[src/sv/fse_pkg.sv]
// ----------------------------------------------------------------------------
// fse_pkg: shared definitions for the Forth stack execution unit
// Word codes, status codes, controller states and control bundles.
// ----------------------------------------------------------------------------
package fse_pkg;

    localparam int DEF_DATA_DEPTH   = 64;
    localparam int DEF_RETURN_DEPTH = 64;
    localparam int CELL_W           = 32;
    localparam int CELL_BYTES       = 4;

    typedef enum logic [5:0] {
        OP_LIT      = 6'd0,  OP_DROP   = 6'd1,  OP_SWAP   = 6'd2,  OP_DUP    = 6'd3,
        OP_PICK     = 6'd4,  OP_STICK  = 6'd5,  OP_NTUCK  = 6'd6,  OP_OVER   = 6'd7,
        OP_ROT      = 6'd8,  OP_MROT   = 6'd9,  OP_DROP2  = 6'd10, OP_DUP2   = 6'd11,
        OP_SWAP2    = 6'd12, OP_QDUP   = 6'd13, OP_TO_R   = 6'd14, OP_R_FROM = 6'd15,
        OP_RDROP    = 6'd16, OP_INC    = 6'd17, OP_DEC    = 6'd18, OP_CELL_ADD = 6'd19,
        OP_CELL_SUB = 6'd20, OP_ADD    = 6'd21, OP_SUB    = 6'd22, OP_MUL    = 6'd23,
        OP_DIV      = 6'd24, OP_MOD    = 6'd25, OP_NEGATE = 6'd26, OP_DIVMOD = 6'd27,
        OP_EQ       = 6'd28, OP_NE     = 6'd29, OP_LT     = 6'd30, OP_GT     = 6'd31,
        OP_LE       = 6'd32, OP_GE     = 6'd33, OP_ZEQ    = 6'd34, OP_ZNE    = 6'd35,
        OP_ZLT      = 6'd36, OP_ZGT    = 6'd37, OP_ZLE    = 6'd38, OP_ZGE    = 6'd39,
        OP_AND      = 6'd40, OP_OR     = 6'd41, OP_XOR    = 6'd42, OP_INVERT = 6'd43
    } op_t;

    typedef enum logic [2:0] {
        ST_OK     = 3'd0,
        ST_UNDER  = 3'd1,
        ST_OVER   = 3'd2,
        ST_DIVZ   = 3'd3,
        ST_BADIDX = 3'd4
    } status_t;

    typedef enum logic [3:0] {
        S_IDLE, S_FETCH, S_CHECK, S_PICK_RD, S_PICK_WT, S_DIV, S_TUCK, S_TUCK_END,
        S_WRITE, S_COMMIT, S_TOP0, S_TOP1, S_TOP2, S_OUT
    } state_t;

    // controller -> datapath
    typedef struct packed {
        logic load;
        logic fetch;
        logic check;
        logic pick_rd;
        logic pick_cap;
        logic div;
        logic write;
        logic tuck;
        logic tuck_end;
        logic commit;
        logic top0;
        logic top1;
        logic top2;
        logic out_load;
    } cmd_t;

    // datapath -> controller
    typedef struct packed {
        logic fetch_done;
        logic err;
        logic is_pick;
        logic is_tuck;
        logic is_div;
        logic div_done;
        logic write_done;
        logic tuck_done;
    } stat_t;

endpackage

[src/sv/fse_ctrl.sv]
// ----------------------------------------------------------------------------
// fse_ctrl: sequencer for one word
// Walks fetch, check, execute, commit, top read and result hand-off.
// ----------------------------------------------------------------------------
module fse_ctrl import fse_pkg::*; (
    input  logic  clk,
    input  logic  rst_n,
    input  logic  in_valid,
    output logic  in_ready,
    output logic  out_valid,
    input  logic  out_ready,
    output cmd_t  cmd,
    input  stat_t stat
);

    state_t state_reg;
    state_t state_next;
    logic   out_valid_reg;
    logic   out_valid_next;

    always_ff @(posedge clk or negedge rst_n)
    begin
        if (!rst_n)
        begin
            state_reg     <= S_IDLE;
            out_valid_reg <= 1'b0;
        end
        else
        begin
            state_reg     <= state_next;
            out_valid_reg <= out_valid_next;
        end
    end

    always_comb
    begin
        state_next = state_reg;
        cmd        = '0;
        in_ready   = 1'b0;
        unique case (state_reg)
            S_IDLE:
            begin
                in_ready = 1'b1;
                if (in_valid)
                begin
                    cmd.load   = 1'b1;
                    state_next = S_FETCH;
                end
            end
            S_FETCH:
            begin
                cmd.fetch = 1'b1;
                if (stat.fetch_done)
                    state_next = S_CHECK;
            end
            S_CHECK:
            begin
                cmd.check = 1'b1;
                if (stat.err)
                    state_next = S_TOP0;
                else if (stat.is_pick)
                    state_next = S_PICK_RD;
                else if (stat.is_tuck)
                    state_next = S_TUCK;
                else if (stat.is_div)
                    state_next = S_DIV;
                else
                    state_next = S_WRITE;
            end
            S_PICK_RD:
            begin
                cmd.pick_rd = 1'b1;
                state_next  = S_PICK_WT;
            end
            S_PICK_WT:
            begin
                cmd.pick_cap = 1'b1;
                state_next   = S_WRITE;
            end
            S_DIV:
            begin
                cmd.div = 1'b1;
                if (stat.div_done)
                    state_next = S_WRITE;
            end
            S_TUCK:
            begin
                cmd.tuck = 1'b1;
                if (stat.tuck_done)
                    state_next = S_TUCK_END;
            end
            S_TUCK_END:
            begin
                cmd.tuck_end = 1'b1;
                state_next   = S_COMMIT;
            end
            S_WRITE:
            begin
                cmd.write = 1'b1;
                if (stat.write_done)
                    state_next = S_COMMIT;
            end
            S_COMMIT:
            begin
                cmd.commit = 1'b1;
                state_next = S_TOP0;
            end
            S_TOP0:
            begin
                cmd.top0   = 1'b1;
                state_next = S_TOP1;
            end
            S_TOP1:
            begin
                cmd.top1   = 1'b1;
                state_next = S_TOP2;
            end
            S_TOP2:
            begin
                cmd.top2   = 1'b1;
                state_next = S_OUT;
            end
            S_OUT:
            begin
                if (!out_valid_reg || out_ready)
                begin
                    cmd.out_load = 1'b1;
                    state_next   = S_IDLE;
                end
            end
            default:
            begin
                state_next = S_IDLE;
            end
        endcase
    end

    always_comb
    begin
        if (cmd.out_load)
            out_valid_next = 1'b1;
        else if (out_ready)
            out_valid_next = 1'b0;
        else
            out_valid_next = out_valid_reg;
    end

    assign out_valid = out_valid_reg;

endmodule

[config.mk]
export PLATFORM = sky130hd
export DESIGN_NAME = fse_ctrl
export DESIGN_NICKNAME = d
export VERILOG_FILES = /design/src/sv/fse_pkg.sv /design/src/sv/fse_ctrl.sv
export SDC_FILE = /design/constraint.sdc
export NUM_CORES = 1
export LEC_CHECK = 0
export BUFFER_PORTS_ARGS = -buffer_cell sky130_fd_sc_hd__buf_2
export CAP_MARGIN = 20
export CORE_AREA = 2 2 39 41
export CTS_BUF_LIST = sky130_fd_sc_hd__clkbuf_8 sky130_fd_sc_hd__clkbuf_16
export DETAILED_ROUTE_END_ITERATION = 16
export DIE_AREA = 0 0 41 43
export PLACE_DENSITY = 0.81
export SLEW_MARGIN = 10
export SYNTH_ARGS = -nofsm -noshare
export SYNTH_HDL_FRONTEND = slang
export SYNTH_SLANG_ARGS = --single-unit
[constraint.sdc]
create_clock -name clk -period 3.1 [get_ports clk]
set_input_delay 0.775 -clock clk [delete_from_list [all_inputs] [get_ports clk]]
set_output_delay 0.775 -clock clk [all_outputs]
set_load 0.005 [all_outputs]
* Yosys cells after proc, flatten, opt, wreduce, memory -nomap -nowiden
Cells that the tools add are included.
Storage, ports and cells: logic and storage cells 56, register bits after elaboration 5, bits of input ports 12, output and inout port bits 16
Operators by class: reductions and logical operators 5, multiplexer cells 30, eq/ne operators 19
Operator list (number):
- 4-bit case mux with 14 select lines | 1
- 4-bit 2-to-1 mux | 10
- 4-bit == test (second input constant) | 6
- 1-bit 2-to-1 mux | 19
- 4-bit by 3-bit == test with 1-bit output (second input constant) | 4
- 2-bit != test (second input constant) | 6
- 4-bit by 2-bit == test with 1-bit output (second input constant) | 2
- 6-bit AND reduction | 1
- 4-bit by 1-bit == test with 1-bit output (second input constant) | 1
- 4-bit logical NOT | 1
- 2-bit nonzero test | 1
- 1-bit logical NOT | 1
- 1-bit logical OR | 1

* Logic depth before layout (Yosys ltp)
depth in word-level cells 5, depth in mapped cells 6, gate-level depth less buffers 4

* Worst setup path before layout
Ideal clock, no wire load.
path kind register to output, start point reg state_reg[0], end point out cmd[13] in the netlist's numbering, cell stages (with the launch flop) 6, data required time 2.325 ns, data arrival time 1.192 ns, buffers on the path 2, slack 1.133 ns, cells stage by stage dfrtp_1 buf_6 or2_1 buf_6 nor3_1 and2_1
RTL lines:
- start, declared | line fse_ctrl.sv:16 | state_t state_reg;
- start signal, assigned | line fse_ctrl.sv:30 | state_reg <= state_next;
- end, declared | line fse_ctrl.sv:12 | output cmd_t cmd,

==> reports/results.ini <==
[floorplan]
core-area_um2=1380
dieHeight_um=43
rows=14
dieWidth_um=41
die-area_um2=1760
pin_count=28
start_util_pct=42.7

[critical_path]
worstPathArrival_ns=1.53
worstSetupEndpointType=output pin
critPathSlowestCell=dfrtp_1
r2r_setup_slack_ns=1.39
crit_chain=or2_1 > nor3_1 > and2_1 > buf_2
slowest_delay_ns=0.50
r2r-start=state_reg[2]$_DFFE_PN0P_
path_max_fanout=14
r2r.worst_path.cells=4
crit-reg2reg-capture=state_reg[0]$_DFFE_PN0P_
cp-start-kind=register
required_ns=2.32
crit_type=register to output pin

[final_layout]
fillCellCount=147
area_growth_pct=26.3
drive_gt1_share_pct=31.7
diodes=0
post-route-util_pct=53.9
nets=117
largest_reg_flops=4

[global_routing]
gr-total-overflow=0
grt_max_degree=18
grt_pass1_vias=538
grt_pass1_wl_mm=2.30
antenna_found_initial=0
track_usage_pct=18.8

[synth]
synthFlopType=dfrtp_1
syn-num-nets=91
yosys-top-cells-count=11 x nor2_1, 8 x nor3_1, 7 x nand2_1
synthArstFlopShare_pct=100
synth_edf_count=0
ys_ff_latch=5
ys_seq_area_share_pct=21.2
syn_area_um2=591
synth_warnings=0
synth.largest_area_cell=dfrtp_1
syn_inst=79
synth_cell_types=34
yosysMostFrequentCell=nor2_1
syn_avg_cell_area_um2=7.48
synthTopCellsByArea=dfrtp_1 21%, nor2_1 7.0%, nor3_1 6.8%
synth_top_area_share_pct=21.2

[cts]
post_cts.repair.setup_buffers=0
clock_path_buffers=2
root_buffer=clkbuf_8
htree_levels=1
tritoncts=done
cts_num_sinks=5
hold_buffers=0
cts_resized=0
path_clk_slew_ns=0.03
numCtsBuffers=3
insertion_delay_ns=0.22

[power]
p_sw_mw=0.298
switching_share_pct=46.4
cellPowerDensity_nw_per_um2=861
clockPowerShare_pct=18.4
p_leak_nw=0.391
p_comb_share_pct=54.5
vdd_drop_max_uv=294
p_int_mw=0.344
p_seq_share_pct=27.1
power.total_mw=0.642

[outcome]
status=completed

[sta]
finalCritPeriodShare_pct=74.3
setup_violations=0
clock.fmax_mhz=434
slew_headroom_pct=63.5
rsz0062_at_grt=no
fin_skew_ns=0.000550
slew_viol_final=0
worst_pin_slew_ns=0.548
tns_ns=0
post-route-min-period_ns=2.30
hold_violations=0

[run]
drv_cap=0

[drt]
drtPass1Iterations=4
detail-route-antenna-nets=0
vias_per_cell=5.64
drt-total-wl_mm=1.48
first_iter_violations=16
vias=677
routedWlPerCell_um=12.3
drc_errors=0

[placement]
port_buffers=27
gp_congestion=0.917
detailed_place_hpwl_mm=1.10

[hold_path]
worst_hold_path_type=input port to asynchronous set/reset pin

[critical path: cells and delay by family (launching register included)]
family,cells,cell delay (ns)
and+or+nand+nor,3,0.70
DFF,1,0.50
buffers and inverters,1,0.10
[how the worst max path moves through the flow]
stage / slack, ns / to / from / depth (start not counted)
after floorplan: 1.13 / cmd[13] / state_reg[0]$_DFFE_PN0P_ / 5
after global placement: 1.07 / cmd[13] / state_reg[1]$_DFFE_PN0P_ / 4
after detailed placement: 1.03 / cmd[13] / state_reg[1]$_DFFE_PN0P_ / 4
after CTS: 0.80 / cmd[13] / state_reg[1]$_DFFE_PN0P_ / 4
after global routing: 0.68 / cmd[13] / state_reg[1]$_DFFE_PN0P_ / 4
final: 0.80 / cmd[13] / state_reg[1]$_DFFE_PN0P_ / 4
[per-layer routing]
metal | vias to the layer above | GRT usage (%) | share of wire (%)
li1 | 335 | - | -
met1 | 319 | 26.3 | 44
met2 | 20 | 27.2 | 49
met3 | 3 | 4.71 | 5.4
met4 | 0 | 6.00 | 1.4
met5 | - | 0 | 0
[logic make-up (layout without fill, tap and decap cells)]
kind of cell           after synthesis  count (layout)  synth area share, %
AO/OA/AOI/OAI                       21              21                 30.1
buffers and inverters               10              35                 10.2
flip-flops                           5               5                 21.2
multiplexers                         1               1                 1.69
AND/OR/NAND/NOR                     42              42                 36.9
[power groups by stage]
stage                     sequential, mW  clock (mW)  combinational [mW]
after detailed placement           0.174           0               0.349
final                              0.174       0.118               0.349
after global placement             0.173           0               0.343
after floorplan                    0.117           0               0.342
after global routing               0.186       0.126               0.388
after CTS                          0.173       0.119               0.352
[cell type report]
class	count	area, µm²	share of cell area [%]
tap	16	20.0	2.68
multi-input combinational	64	405	54.4
inverter	4	15.0	2.01
sequential	5	125	16.8
timing repair buffer	27	135	18.1
clock buffer	3	41.3	5.54
clock inverter	1	3.75	0.503
[cells in the final DEF (no fill, tap or decap), drive strengths merged, types with 2 or more instances in the layout]
cell type | Yosys | routed
buf | 4 | 27
nor2 | 11 | 11
nor3 | 8 | 8
nand2 | 7 | 7
inv | 4 | 5
dfrtp | 5 | 5
o21ai | 5 | 5
nand2b | 3 | 3
clkbuf | 2 | 3
o211ai | 3 | 3
or3 | 3 | 3
nor2b | 2 | 2
and2 | 2 | 2
o21bai | 2 | 2
nor3b | 2 | 2
o31ai | 2 | 2
[through the flow]
step | cell area (µm²) | setup WS, ns | cells | hold slack, ns
6_report | 746 | 0.796 | 120 | 0.357
5_1_grt | 746 | 0.676 | 120 | 0.363
4_1_cts | 746 | 0.799 | 120 | 0.360
3_5_place_dp | 701 | 1.03 | 116 | 0.593
3_3_place_gp | 701 | 1.07 | 116 | 0.591
2_1_floorplan | 591 | 1.13 | 79 | 0.479
No activity file was read; power rests on OpenSTA's default activity.
